--- config.mk ---
export PLATFORM = sky130hd
export DESIGN_NAME = glyph_pixel_blender_core
export DESIGN_NICKNAME = d
export VERILOG_FILES = /design/src/sv/gpb_pkg.sv /design/src/sv/glyph_pixel_blender_core.sv
export SDC_FILE = /design/constraint.sdc
export NUM_CORES = 1
export LEC_CHECK = 0
export BUFFER_PORTS_ARGS = -buffer_cell sky130_fd_sc_hd__buf_2
export CAP_MARGIN = 15
export CORE_ASPECT_RATIO = 0.7
export CORE_MARGIN = 5
export CORE_UTILIZATION = 24
export DETAILED_ROUTE_END_ITERATION = 8
export SLEW_MARGIN = 10
export SYNTH_ARGS = -nofsm -noshare
export SYNTH_HDL_FRONTEND = slang
export SYNTH_SLANG_ARGS = --single-unit
export TNS_END_PERCENT = 100
--- constraint.sdc ---
create_clock -name clk -period 17.58 [get_ports clk]
set_input_delay 3.516 -clock clk [delete_from_list [all_inputs] [get_ports clk]]
set_output_delay 3.516 -clock clk [all_outputs]
set_load 0.05 [all_outputs]
--- src/sv/gpb_pkg.sv ---
// ----------------------------------------------------------------------------
// gpb_pkg
// Shared constants and helpers for the glyph pixel blender.
// ----------------------------------------------------------------------------
package gpb_pkg;

	localparam int unsigned COLOUR_W = 32;
	localparam int unsigned RGB_W    = 24;
	localparam int unsigned CHAN_W   = 8;
	localparam int unsigned COV_W    = 8;
	localparam int unsigned POS_W    = 8;
	localparam int unsigned LEVEL_W  = 4;

	// all ones marks a transparent colour
	localparam logic [COLOUR_W-1:0] TRANSPARENT = '1;
	localparam logic [LEVEL_W-1:0]  LEVEL_MAX   = 4'd15;

	localparam logic MODE_MONO = 1'b0;
	localparam logic MODE_GRAY = 1'b1;

	// register index, taken from paddr[3:2]
	localparam int unsigned REG_IDX_W = 2;
	localparam logic [REG_IDX_W-1:0] REG_FG_COLOUR  = 2'd0;
	localparam logic [REG_IDX_W-1:0] REG_BG_COLOUR  = 2'd1;
	localparam logic [REG_IDX_W-1:0] REG_DRAW_MODE  = 2'd2;

	localparam int unsigned APB_ADDR_W = 4;
	localparam int unsigned APB_DATA_W = 32;

	// (old*(15-p) + pen*p) / 16, truncated
	function automatic logic [CHAN_W-1:0] blend_chan(
		input logic [CHAN_W-1:0]  old_c,
		input logic [CHAN_W-1:0]  pen_c,
		input logic [LEVEL_W-1:0] p
	);
		logic [LEVEL_W-1:0]        inv_p;
		logic [CHAN_W+LEVEL_W-1:0] sum;
		inv_p = LEVEL_MAX - p;
		// 255*15 fits in 12 bits, so the sum never overflows
		sum = {{LEVEL_W{1'b0}}, old_c} * {{CHAN_W{1'b0}}, inv_p}
			+ {{LEVEL_W{1'b0}}, pen_c} * {{CHAN_W{1'b0}}, p};
		return sum[CHAN_W+LEVEL_W-1:LEVEL_W];
	endfunction

endpackage

--- src/sv/glyph_pixel_blender_core.sv ---
// ----------------------------------------------------------------------------
// glyph_pixel_blender_core
// Turns one glyph bitmap pixel into at most one framebuffer write.
// ----------------------------------------------------------------------------
// One pixel transfer is accepted every clock unless the output stalls, and
// each produces exactly one result: the input register feeds the mono select or
// the 4-bit coverage blend (six 8x4 multiplies, two per channel), whose result
// lands in the output register. Backpressure on the master side stalls both
// stages in place. Registers (APB, byte address): 0x0 fg_colour, 0x4 bg_colour,
// 0x8 draw_mode; write them only while no pixel is in flight. A colour of
// all ones is transparent; a result with write_enable low carries colour 0.
module glyph_pixel_blender_core #(
	parameter int unsigned COORD_BITS = 13
) (
	input  logic                                clk,
	input  logic                                arst_n,
	// APB register port
	input  logic                                psel,
	input  logic                                penable,
	input  logic                                pwrite,
	input  logic [gpb_pkg::APB_ADDR_W-1:0]      paddr,
	input  logic [gpb_pkg::APB_DATA_W-1:0]      pwdata,
	output logic [gpb_pkg::APB_DATA_W-1:0]      prdata,
	output logic                                pready,
	// pixel in
	input  logic                                s_axis_tvalid,
	output logic                                s_axis_tready,
	// origin_x, origin_y, column, row, bitmap_byte, dest_colour, zero pad
	input  logic [((2*COORD_BITS+48+7)/8)*8-1:0] s_axis_tdata,
	// write out
	output logic                                m_axis_tvalid,
	input  logic                                m_axis_tready,
	// write_enable, pixel_x, pixel_y, pixel_colour, zero pad
	output logic [((2*COORD_BITS+36+7)/8)*8-1:0] m_axis_tdata
);

	localparam int unsigned IN_W   = 2*COORD_BITS + 48;
	localparam int unsigned OUT_W  = 2*COORD_BITS + 36;
	localparam int unsigned OUT_PW = ((OUT_W + 7) / 8) * 8;
	localparam int unsigned PIX_W  = COORD_BITS + 1;

	typedef struct packed {
		logic [gpb_pkg::RGB_W-1:0]   dest_colour;
		logic [gpb_pkg::COV_W-1:0]   bitmap_byte;
		logic [gpb_pkg::POS_W-1:0]   row;
		logic [gpb_pkg::POS_W-1:0]   column;
		logic signed [COORD_BITS-1:0] origin_y;
		logic signed [COORD_BITS-1:0] origin_x;
	} pix_in_t;

	typedef struct packed {
		logic [gpb_pkg::COLOUR_W-1:0] pixel_colour;
		logic signed [PIX_W-1:0]      pixel_y;
		logic signed [PIX_W-1:0]      pixel_x;
		logic                         write_enable;
	} pix_out_t;

	// configuration
	logic [gpb_pkg::COLOUR_W-1:0] fg_colour_q;
	logic [gpb_pkg::COLOUR_W-1:0] bg_colour_q;
	logic                         draw_mode_q;
	logic [gpb_pkg::REG_IDX_W-1:0] reg_idx;
	logic                         cfg_wr;

	assign pready  = 1'b1;
	assign reg_idx = paddr[gpb_pkg::APB_ADDR_W-1:2];
	assign cfg_wr  = psel & penable & pwrite & pready;

	always_ff @(posedge clk or negedge arst_n) begin
		if (!arst_n) begin
			fg_colour_q  <= gpb_pkg::TRANSPARENT;
			bg_colour_q  <= gpb_pkg::TRANSPARENT;
			draw_mode_q  <= gpb_pkg::MODE_MONO;
		end else if (cfg_wr) begin
			case (reg_idx)
				gpb_pkg::REG_FG_COLOUR:  fg_colour_q  <= pwdata;
				gpb_pkg::REG_BG_COLOUR:  bg_colour_q  <= pwdata;
				gpb_pkg::REG_DRAW_MODE:  draw_mode_q  <= pwdata[0];
				default: ;
			endcase
		end
	end

	always_comb begin
		case (reg_idx)
			gpb_pkg::REG_FG_COLOUR:  prdata = fg_colour_q;
			gpb_pkg::REG_BG_COLOUR:  prdata = bg_colour_q;
			gpb_pkg::REG_DRAW_MODE:  prdata = {{(gpb_pkg::APB_DATA_W-1){1'b0}}, draw_mode_q};
			default:                 prdata = '0;
		endcase
	end

	// pipeline control
	logic     v_s1, v_s2;
	logic     adv_s1;
	pix_in_t  in_s1;
	pix_out_t res_s2;
	pix_out_t res_d;

	assign adv_s1        = !v_s2 || m_axis_tready;
	assign s_axis_tready = !v_s1 || adv_s1;

	always_ff @(posedge clk or negedge arst_n) begin
		if (!arst_n) begin
			v_s1 <= 1'b0;
			v_s2 <= 1'b0;
		end else begin
			if (s_axis_tready)
				v_s1 <= s_axis_tvalid;
			if (adv_s1)
				v_s2 <= v_s1;
		end
	end

	always_ff @(posedge clk) begin
		if (s_axis_tvalid && s_axis_tready)
			in_s1 <= pix_in_t'(s_axis_tdata[IN_W-1:0]);
		if (adv_s1 && v_s1)
			res_s2 <= res_d;
	end

	// pixel evaluation
	logic                         fg_opaque, bg_opaque, bit_on;
	logic [2:0]                   bit_sel;
	logic [gpb_pkg::RGB_W-1:0]    old_rgb;
	logic [gpb_pkg::LEVEL_W-1:0]  level;
	logic [gpb_pkg::RGB_W-1:0]    blend_rgb;

	assign fg_opaque = fg_colour_q != gpb_pkg::TRANSPARENT;
	assign bg_opaque = bg_colour_q != gpb_pkg::TRANSPARENT;
	// MSB of the byte is the leftmost pixel
	assign bit_sel   = 3'd7 - in_s1.column[2:0];
	assign bit_on    = in_s1.bitmap_byte[bit_sel];
	assign old_rgb   = bg_opaque ? bg_colour_q[gpb_pkg::RGB_W-1:0] : in_s1.dest_colour;
	assign level     = in_s1.bitmap_byte[gpb_pkg::COV_W-1 -: gpb_pkg::LEVEL_W];

	always_comb begin
		blend_rgb[23:16] = gpb_pkg::blend_chan(old_rgb[23:16], fg_colour_q[23:16], level);
		blend_rgb[15:8]  = gpb_pkg::blend_chan(old_rgb[15:8],  fg_colour_q[15:8],  level);
		blend_rgb[7:0]   = gpb_pkg::blend_chan(old_rgb[7:0],   fg_colour_q[7:0],   level);
	end

	always_comb begin
		res_d.write_enable = 1'b0;
		res_d.pixel_colour = '0;
		res_d.pixel_x = PIX_W'(in_s1.origin_x) + PIX_W'(in_s1.column);
		res_d.pixel_y = PIX_W'(in_s1.origin_y) + PIX_W'(in_s1.row);
		if (draw_mode_q == gpb_pkg::MODE_MONO) begin
			if (bit_on && fg_opaque) begin
				res_d.write_enable = 1'b1;
				res_d.pixel_colour = fg_colour_q;
			end else if (!bit_on && bg_opaque) begin
				res_d.write_enable = 1'b1;
				res_d.pixel_colour = bg_colour_q;
			end
		end else begin
			if (in_s1.bitmap_byte != '0) begin
				if (fg_opaque) begin
					res_d.write_enable = 1'b1;
					res_d.pixel_colour = {8'd0, blend_rgb};
				end
			end else if (bg_opaque) begin
				res_d.write_enable = 1'b1;
				res_d.pixel_colour = bg_colour_q;
			end
		end
	end

	assign m_axis_tvalid = v_s2;
	assign m_axis_tdata  = OUT_PW'(res_s2);

	// input pad bits are ignored
	logic unused_pad;
	assign unused_pad = ^(s_axis_tdata >> IN_W);

endmodule

# [Yosys cells after proc, flatten, opt, wreduce, memory -nomap -nowiden]
# Cells that the tools add are included.
[totals] reg_bits=202 latch_bits=0 ram_bits=0 romBits=0 in_bits=123 output_inout_bits=99 word_cells=65 mem_count=0
[op_classes] addsub=7 multipliers=6 div=0 order_cmp=1 eq_ne=4 shifts=0 mux=16 n_bitwise=2 reduce_logical=14
[ops] op="$mux 32" count=5
[ops] op="$pmux 32 s3" count=1
[ops] op="$mul 8x4->12" count=6
[ops] op="$ne 32x32->1 const B" count=2
[ops] op="$mux 24" count=2
[ops] op="$add 12x12->12" count=3
[ops] op="$add 13x9->14" count=2
[ops] op="$reduce_bool 8->1" count=1
[ops] op="$mux 1" count=7
[ops] op="$reduce_and 2->1" count=3
[ops] op="$logic_and 1x1->1" count=4
[ops] op="$lt 3x4->1 const B" count=1
[ops] op="$sub 4x4->4 const A" count=1
[ops] op="$bmux 1 s3" count=1
[ops] op="$logic_not 1->1" count=3
[ops] op="$sub 3x3->3 const A" count=1
[ops] op="$and 1x1->1" count=2
[ops] op="$eq 2x1->1 const B" count=1
[ops] op="$eq 2x2->1 const B" count=1
[ops] op="$logic_not 2->1" count=1
[ops] op="$logic_or 1x1->1" count=2

# [Logic depth before layout (Yosys ltp)]
# Gate-level depths: netlist of run 1.
[logic_depth] word_depth=8 depth_mapped=20 mapped_depth_nobuf=19

# [Least setup slack after synthesis of run 1]
# Ideal clock, no wire load.
[synth_timing] path_type="input -> output" from="in paddr[2] in the netlist's numbering" to="out prdata[0] in the netlist's numbering" arrival_time_ns=5.156 required_time_ns=14.064 path_slack_ns=8.908 cell_stages=3 path_buffers=2 path_cell_list="clkbuf_1 -> clkbuf_1 -> o21ai_0"
[synth_via] elab_chain_cells=2 word_cells_on_any_way=4 classes_between="eq/ne (2); mux (1); reduce/logical (1)"
[synth_lines] item="from (decl)" line="glyph_pixel_blender_core.sv:21" text="input logic [gpb_pkg::APB_ADDR_W-1:0] paddr,"
[synth_lines] item="$eq 2x2->1, or another cell as far along" line="glyph_pixel_blender_core.sv:85" text="case (reg_idx)"
[synth_lines] item="$pmux 32 s3 (*)" line="glyph_pixel_blender_core.sv:85"
[synth_lines] item="to (decl)" line="glyph_pixel_blender_core.sv:23" text="output logic [gpb_pkg::APB_DATA_W-1:0] prdata,"
# Mark *: on every way between the ends. The rest lies on a longest branch, timed or not.

# [Worst setup path in the final report of run 1]
[layout_timing] from="in paddr[3] in the netlist's numbering" to="out prdata[0] in the netlist's numbering"
# The elaborated chain is that of the path after synthesis.

==> reports/metrics.cfg, run 1 <==
[global_routing]
grtUsageTotal_pct=12.9
grt_max_degree=75
grt_antenna_before_repair=3
grt_pass1_vias=11000
grt-ovfl-total=0
grt_pass1_wl_mm=66.4

[routing]
drc=0
top_layer=met5
met2_length_mm=18.3
wl_per_cell_um=18.6
wl_mm=43.2
num_vias=10200
wl_met1_mm=20.7
met3WireLength_mm=3.49
firstDrtPassIters=5
drt_iter0_markers=500
ant_nets=0
viasPerCell=4.42

[cts]
ctsRootBufferMaster=clkbuf_16
h-tree-depth=1
cts_resized=0
cts_tree=yes
hold_buffers=0
path_clk_slew_ps=60
cts_sinks=202
cts.path.max_buffers=3
cts_made_buffers=22
clk_latency_ps=560
cts_setup_buffers=0

[synth]
synthArstFlopShare_pct=33.2
synth_edf_count=135
synth_cell_types=55
synthCells=1301
synth_area_per_cell_um2=11.1
ys_seq_area_share_pct=40.1
ys.flop_type=edfxtp_1
syn_area_um2=14500
ys_seq_elements=202
yosysWarnings=0

[sta]
slew_viol_final=0
finalHoldViolCount=0
worst_pin_slew_ps=1060
min_period_ps=8430
fin_crit_sh_pct=48.0
timing.slew.headroom_pct=29.5
rsz0062_at_grt=no
finalSetupViolCount=0
fin_ws_ps=9150
skew_ps=29.0
fmaxAchievable_ghz=0.119
fin_setup_tns_ps=0

[floorplan]
core_area_um2=59900
die-area_um2=65500
die_w_um=304
rows=75
die_h_um=216
initial_utilization_pct=24.2
io_pins=222

[critical_path]
max_stage_delay_ps=690
critPathMaxFanout=36
path_delay_family=buffers and inverters
worstSetupEndpointType=output port
cp_common_cell=buf_2
cp.required_ps=14060
cpMaxStageDelayCell=buf_2
worstPathArrival_ps=4910
worst-path-buf-inv=2
cp-start-kind=input port
cp_cell_sequence=buf_2 -> mux2i_1 -> o21ai_0 -> buf_2
worstSetupPathType=input port to output port

[cells_and_area]
fin_util_pct=28.8
drive_above_1_share_pct=27.4
mostFrequentLayoutCell=buf_2
mostFrequentLayoutCells=buf_2, inv_1, nor2_1, edfxtp_1, fa_1
final_nets=1818
synthToLayoutAreaGrowth_pct=19.1

[place]
finalWeightedCongestion=0.846
place_ws_ps=9140
port_buffers=209
dp.final_hpwl_mm=32.2

[job]
cap_violations=0

[power_and_ir_drop]
power_density_nw_per_um2=173
ir_drop_mv=0.106
leakagePower_nw=7.65

[hold_path]
hp-class=register to register

[status]
outcome=complete, no violations

stage by stage:
step	area [um^2]	hold slack (ps)	total power, mW	std cells
final	17300	505	2.99	2320
after global routing	17300	529	3.26	2319
after CTS	17200	508	3.01	2316
after detailed placement	16400	494	2.46	2276
after global placement	16400	470	2.43	2276
after floorplan	14500	449	2.04	1303
sequential cells by signal, summed over array words and instances, names as in the netlist:
signal and flops:
bg_colour_q 32, draw_mode_q 1, fg_colour_q 32, in_s1 74, m_axis_tdata 61, m_axis_tvalid 1
v_s1 1
cells by family after synthesis:
| family | count (synthesis) | synth area share (%) |
|---|---|---|
| AOI/OAI and AO/OA | 112 | 6.00 |
| xor gates and xnor gates | 43 | 2.60 |
| adders and majority gates | 201 | 23.8 |
| buffers and inverters | 254 | 6.90 |
| DFF | 202 | 40.1 |
| muxes | 125 | 9.21 |
| other | 2 | 0.0518 |
| and+or+nand+nor | 362 | 11.3 |
routing by layer:
metal  up-vias  track usage (%)
met1      5164             18.4
met4         2             1.95
met5         -                0
met2       321             19.7
met3        41             3.96
li1       4718                -
Yosys cell counts, drive strengths merged, types with 13 or more instances:
master    n  share of area, %
a21oi    14              0.48
inv     196               5.1
o221ai   17               1.0
xnor2    30               1.8
nand3    24              0.83
and2     35               1.5
mux2i    58               4.0
nand4    16              0.69
ha       76               6.6
clkbuf   48               1.3
mux2     67               5.2
dfstp    64                12
nor2    147               3.8
or2      16              0.69
fa      125                17
nand2    93               2.4
xor2     13              0.79
edfxtp  135                28
final timing paths:
kind                                             from                          to  slack [ps]  cells after the start
setup / recovery                             paddr[3]                   prdata[0]        9150                      4
hold / removal                       v_s1$_DFFE_PN0N_   m_axis_tvalid$_DFFE_PN0P_         510                      1
setup reg to reg           bg_colour_q[1]$_DFFE_PN1P_  m_axis_tdata[35]$_DFFE_PP_       10060                     19
hold reg to reg                      v_s1$_DFFE_PN0N_   m_axis_tvalid$_DFFE_PN0P_         510                      1
max in group asynchronous                      arst_n     draw_mode_q$_DFFE_PN0P_       13790                      2
min in group asynchronous                      arst_n            v_s1$_DFFE_PN0N_        3170                      2
power breakdown:
part           internal [mW]  total (mW)  switching (mW)
clock                  0.308       0.527           0.219
sequential             0.657       0.756          0.0996
combinational          0.669        1.71            1.04
final cells by class:
type / count / area [um^2]
Antenna cell: 2 / 5.00
Clock buffer: 22 / 551
Clock inverter: 18 / 262
Fill cell: 6297 / 42600
Inverter: 196 / 736
Multi-Input combinational cell: 847 / 7700
Sequential cell: 202 / 5810
Tap cell: 808 / 1010
Timing Repair Buffer: 225 / 1180
Power figures use the tool's default switching activity.
==> run 2, diff against run 1 <==
==> constraint.sdc (replaced) <==
create_clock -name clk -period 7.1 [get_ports clk]
set_input_delay 1.42 -clock clk [delete_from_list [all_inputs] [get_ports clk]]
set_output_delay 1.42 -clock clk [all_outputs]
set_load 0.05 [all_outputs]
==> reports/metrics.cfg, run 2 (synthesis results as in run 1) <==
[status]
outcome=complete, no violations  ; unchanged

[critical_path]
critPathMaxFanout=15  ; was 36
path_delay_family=adder cells  ; was buffers and inverters
cp_cell_sequence=nand4_1 -> nor4_1 -> nand2_1 -> buf_4 -> buf_4 -> mux2i_1 -> buf_4 -> nor2_1 -> fa_1 -> inv_1 -> fa_1 -> inv_1 -> fa_1 -> inv_1 -> fa_1 -> inv_1 -> ha_1 -> a21o_1 -> a22oi_1 -> buf_4 -> o221ai_1 -> xnor2_1 -> o221ai_1  ; was buf_2 -> mux2i_1 -> o21ai_0 -> buf_2
worstPathArrival_ps=6790  ; was 4910 ps
cp.required_ps=7350  ; was 14060 ps
max_stage_delay_ps=700  ; was 690 ps
cp-start-kind=register  ; was input port
worstRegToRegCells=23  ; was 19
worst-path-buf-inv=8  ; was 2
cpMaxStageDelayCell=nor4_1  ; was buf_2
timing.critical_path.depth=23  ; was 4
worstSetupPathType=register to register  ; was input port to output port
worstSetupEndpointType=register  ; was output port

[cts]
cts_tree=yes  ; unchanged
ctsRootBufferMaster=clkbuf_16  ; unchanged
path_clk_slew_ps=60  ; about the same
cts_made_buffers=23  ; was 22
h-tree-depth=1  ; unchanged
clk_latency_ps=550  ; was 560 ps
cts.path.max_buffers=3  ; unchanged
cts_setup_buffers=0  ; unchanged
cts_sinks=202  ; unchanged
hold_buffers=0  ; unchanged
cts_resized=0  ; unchanged

[global_routing]
grt_pass1_vias=11200  ; was 11000
grt_pass1_wl_mm=67.8  ; was 66.4 mm
grt_max_degree=75  ; unchanged
grtUsageTotal_pct=13.2  ; was 12.9%
grt_antenna_before_repair=3  ; unchanged
grt-ovfl-total=0  ; unchanged

[floorplan]
die-area_um2=65500  ; unchanged
die_w_um=304  ; unchanged
io_pins=222  ; unchanged
die_h_um=216  ; unchanged
rows=75  ; unchanged
core_area_um2=59900  ; unchanged
initial_utilization_pct=24.2  ; unchanged

[cells_and_area]
top_register=in_s1  ; unchanged
fin_util_pct=29.3  ; was 28.8%
nFillCells=6300  ; was 6297
final_nets=1860  ; was 1818
mostFrequentLayoutCells=buf_2, inv_1, nor2_1, edfxtp_1, fa_1  ; unchanged
drive_above_1_share_pct=29.3  ; was 27.4%
mostFrequentLayoutCell=buf_2  ; unchanged
synthToLayoutAreaGrowth_pct=21.2  ; was 19.1%
largest_reg_flops=74  ; unchanged

[place]
finalWeightedCongestion=0.851  ; was 0.846
dp.final_hpwl_mm=33.4  ; was 32.2 mm
port_buffers=209  ; unchanged

[sta]
min_period_ps=6540
finalHoldViolCount=0  ; unchanged
slew_viol_final=0  ; unchanged
fin_setup_tns_ps=0  ; unchanged
rsz0062_at_grt=no  ; unchanged
skew_ps=16.3  ; was 29.0 ps
fmaxAchievable_ghz=0.153
fin_crit_sh_pct=92.1
timing.slew.headroom_pct=29.9  ; was 29.5%
worst_pin_slew_ps=1050  ; was 1060 ps
finalSetupViolCount=0  ; unchanged

[hold_path]
hp-class=register to register  ; unchanged
hold_depth=1  ; unchanged

[routing]
drt_iter0_markers=704  ; was 500
viasPerCell=4.40  ; was 4.42
ant_nets=0  ; unchanged
firstDrtPassIters=6  ; was 5
drc=0  ; unchanged
num_vias=10400  ; was 10200
wl_mm=43.6  ; was 43.2 mm
wl_per_cell_um=18.5  ; was 18.6 um

[power_and_ir_drop]
power_density_nw_per_um2=440  ; was 173 nW/um^2
ir_drop_mv=0.308  ; was 0.106 mV
leakagePower_nw=7.85  ; was 7.65 nW

[job]
cap_violations=0  ; unchanged

==> run 2: changes by cell type in the layout (fill, tap and decap cells not counted), moves of 3 or more <==
cell,change
clkbuf_16,+3
bufinv_16,-3
buf_4,+42
clkbuf_1,+4
==> run 2: through the flow <==
stage / power, mW / hold WS [ps] / setup WS [ps] / cells / area, um^2
3_3_place_gp: 6.34 / 469 / 752 / 2318 / 16700
5_1_grt: 8.44 / 545 / 273 / 2362 / 17600
2_1_floorplan: 5.04 / 449 / 1410 / 1303 / 14500
4_1_cts: 7.77 / 506 / 606 / 2360 / 17500
3_5_place_dp: 6.42 / 496 / 625 / 2318 / 16700
6_report: 7.72 / 501 / 561 / 2362 / 17600
==> run 2: path summary, 6_finish.rpt <==
path                                             startpoint                         end  slack (ps)
worst max-delay path            bg_colour_q[15]$_DFFE_PN1P_  m_axis_tdata[44]$_DFFE_PP_         560
worst min-delay path                       v_s1$_DFFE_PN0N_   m_axis_tvalid$_DFFE_PN0P_         500
worst max register to register  bg_colour_q[15]$_DFFE_PN1P_  m_axis_tdata[44]$_DFFE_PP_         560
worst min register to register             v_s1$_DFFE_PN0N_   m_axis_tvalid$_DFFE_PN0P_         500
max in group asynchronous                            arst_n     draw_mode_q$_DFFE_PN0P_        5410
min in group asynchronous                            arst_n            v_s1$_DFFE_PN0N_        1090
==> run 2: metal layers <==
| layer | vias to the layer above | GRT usage (%) | part of all wire, % |
|---|---|---|---|
| li1 | 4803 | - | - |
| met1 | 5189 | 19.1 | 47 |
| met2 | 356 | 19.3 | 41 |
| met3 | 37 | 4.89 | 9.8 |
| met4 | 4 | 1.86 | 1.4 |
| met5 | - | 0 | 0.050 |
==> run 2: final cells by class <==
class	instances	area (um^2)	share of cell area (%)
diodes	1	2.50	0.0143
flip-flops and latches	202	5810	33.1
clock buffers	31	668	3.81
inverters	196	736	4.19
clock inverters	11	140	0.798
repair buffers	266	1490	8.47
well taps	808	1010	5.76
multi-input cells	847	7700	43.9
==> run 2: worst reg2reg max path, delay by kind of cell, from the launching register on <==
kind,cells,cell delay [ps]
AO/OA/AOI/OAI,4,780
multiplexers,1,340
XOR/XNOR,1,180
buffers and inverters,8,1150
AND/OR/NAND/NOR,4,1070
adder cells (fa/ha/maj),5,2120
flip-flops,1,620
==> run 2: power by group <==
group | total [mW] | internal [mW] | switching [mW]
combinational | 4.57 | 1.91 | 2.66
clock | 1.28 | 0.749 | 0.532
sequential | 1.87 | 1.63 | 0.247
total | 7.72 | 4.28 | 3.44
==> run 3, diff against run 2 <==
--- a/config.mk
+++ b/config.mk
@@ -11,6 +11,7 @@
 export CORE_MARGIN = 5
 export CORE_UTILIZATION = 24
 export DETAILED_ROUTE_END_ITERATION = 8
+export PLACE_DENSITY = 0.42
 export SLEW_MARGIN = 10
 export SYNTH_ARGS = -nofsm -noshare
 export SYNTH_HDL_FRONTEND = slang
==> reports/metrics.cfg, run 3 (synthesis results as in run 1) <==
[place]
finalWeightedCongestion=0.780  ; was 0.851
dp.final_hpwl_mm=33.9  ; was 33.4 mm
port_buffers=209  ; unchanged

[cells_and_area]
top_register=in_s1  ; unchanged
drive_above_1_share_pct=28.1  ; was 29.3%
mostFrequentLayoutCells=buf_2, inv_1, nor2_1, edfxtp_1, fa_1  ; unchanged
mostFrequentLayoutCell=buf_2  ; unchanged
synthToLayoutAreaGrowth_pct=19.8  ; was 21.2%
final_nets=1838  ; was 1860
largest_reg_flops=74  ; unchanged
nFillCells=6340  ; was 6300

[cts]
cts.path.max_buffers=3  ; unchanged
cts_resized=0  ; unchanged
hold_buffers=0  ; unchanged
path_clk_slew_ps=70  ; was 60 ps
h-tree-depth=1  ; unchanged
clk_latency_ps=560  ; was 550 ps
ctsRootBufferMaster=clkbuf_16  ; unchanged
cts_made_buffers=24  ; was 23
cts_tree=yes  ; unchanged
cts_setup_buffers=0  ; unchanged
cts_sinks=202  ; unchanged

[critical_path]
r2r_setup_slack_ps=660  ; was 560 ps
cp.required_ps=7370  ; was 7350 ps
worstSetupPathType=register to register  ; unchanged
crit_end=m_axis_tdata[44]$_DFFE_PP_  ; unchanged
cp-start-kind=register  ; unchanged
worstPathArrival_ps=6720  ; was 6790 ps
critPathLaunch=bg_colour_q[30]$_DFFE_PN1P_  ; was bg_colour_q[15]$_DFFE_PN1P_
r2r-end=m_axis_tdata[44]$_DFFE_PP_  ; unchanged
r2r_start=bg_colour_q[30]$_DFFE_PN1P_  ; was bg_colour_q[15]$_DFFE_PN1P_
critPathMaxFanout=10  ; was 15
worstSetupEndpointType=register  ; unchanged
worstRegToRegCells=21  ; was 23

[routing]
ant_nets=0  ; unchanged
drt_iter0_markers=593  ; was 704
drc=0  ; unchanged
wl_per_cell_um=19.2  ; was 18.5 um
firstDrtPassIters=5  ; was 6
wl_mm=45.0  ; was 43.6 mm
viasPerCell=4.35  ; was 4.40
num_vias=10200  ; was 10400

[sta]
worst_pin_slew_ps=1050  ; about the same
fin_setup_tns_ps=0  ; unchanged
min_period_ps=6440  ; was 6540 ps
fmaxAchievable_ghz=0.155  ; was 0.153 GHz
skew_ps=26.0  ; was 16.3 ps
whs_ps=498  ; was 501 ps
slew_viol_final=0  ; unchanged
rsz0062_at_grt=no  ; unchanged
finalSetupViolCount=0  ; unchanged
fin_crit_sh_pct=90.8  ; was 92.1%
finalHoldViolCount=0  ; unchanged
timing.slew.headroom_pct=30.1  ; was 29.9%

[hold_path]
hp-class=register to register  ; unchanged

[power_and_ir_drop]
ir_drop_mv=0.247  ; was 0.308 mV
power_density_nw_per_um2=424  ; was 440 nW/um^2
leakagePower_nw=7.72  ; was 7.85 nW

[floorplan]
die_w_um=304  ; unchanged
io_pins=222  ; unchanged
initial_utilization_pct=24.2  ; unchanged
die_h_um=216  ; unchanged
core_area_um2=59900  ; unchanged
rows=75  ; unchanged
die-area_um2=65500  ; unchanged

[global_routing]
grt_pass1_wl_mm=68.7  ; was 67.8 mm
grt-ovfl-total=0  ; unchanged
grt_pass1_vias=10900  ; was 11200
grtUsageTotal_pct=13.5  ; was 13.2%
grt_max_degree=62  ; was 75
grt_antenna_before_repair=6  ; was 3

[job]
cap_violations=0  ; unchanged

[status]
outcome=complete, no violations  ; unchanged

-- run 3: changes by cell type in the layout (fill, tap and decap cells not counted), sizes merged --
cell,before,now
bufinv,2,1
inv,202,196
clkinv,3,12
clkinvlp,0,1
buf,266,243
clkbuf,31,30
diode,1,2
-- run 3: report_power, final --
part           internal [mW]  switching (mW)  total (mW)  leakage [nW]
clock                  0.692           0.534        1.23         0.376
combinational           1.67            2.58        4.25          5.34
sequential              1.63           0.250        1.88          2.00
-- run 3: stage by stage --
stage	setup WS (ps)	power (mW)	area (um^2)	util (%)	std cells
final	656	7.36	17400	29.0	2342
after global routing	341	8.03	17400	29.0	2341
after detailed placement	685	6.16	16600	27.7	2296
after floorplan	1410	5.04	14500	-	1303
after global placement	773	6.14	16600	27.7	2296
after CTS	649	7.45	17400	29.0	2340
-- run 3: area by class of cell --
class                           instances  area [um^2]  share of cell area [%]
Multi-Input combinational cell        847         7700                    44.4
Sequential cell                       202         5810                    33.5
Timing Repair Buffer                  243         1320                    7.58
Tap cell                              808         1010                    5.82
Inverter                              196          736                    4.24
Clock buffer                           30          653                    3.76
Clock inverter                         14          123                   0.706
Antenna cell                            2         5.00                  0.0288
-- run 3: critical path: stages, from the launching register on --
cell      delay (ps)
dfstp_2          580
nand4_1          220
nor4_1           410
buf_4            210
nand2_1           70
buf_4            250
buf_4            200
mux2i_1          210
or2_2            340
fa_1             510
fa_1             550
inv_1             50
fa_1             480
inv_1             50
fa_1             480
inv_1             40
ha_1             290
a21o_1           210
a22oi_1          380
o221ai_1         250
xnor2_1          200
o221ai_1         130
-- run 3: how the worst min path moves through the flow --
stage | from | endpoint | cells after the start
final | v_s1$_DFFE_PN0N_ | m_axis_tvalid$_DFFE_PN0P_ | 1
after global routing | v_s1$_DFFE_PN0N_ | m_axis_tvalid$_DFFE_PN0P_ | 1
after floorplan | v_s1$_DFFE_PN0N_ | m_axis_tvalid$_DFFE_PN0P_ | 1
after CTS | v_s1$_DFFE_PN0N_ | m_axis_tvalid$_DFFE_PN0P_ | 1
after detailed placement | v_s1$_DFFE_PN0N_ | m_axis_tvalid$_DFFE_PN0P_ | 1
after global placement | v_s1$_DFFE_PN0N_ | m_axis_tvalid$_DFFE_PN0P_ | 1
-- run 3: metal layers --
layer,vias to the layer above,share of wire [%],GRT usage [%]
met5,-,0.13,0
met2,257,41,19.3
li1,4759,-,-
met1,5104,51,20.7
met3,53,6.4,3.63
met4,8,1.4,1.83
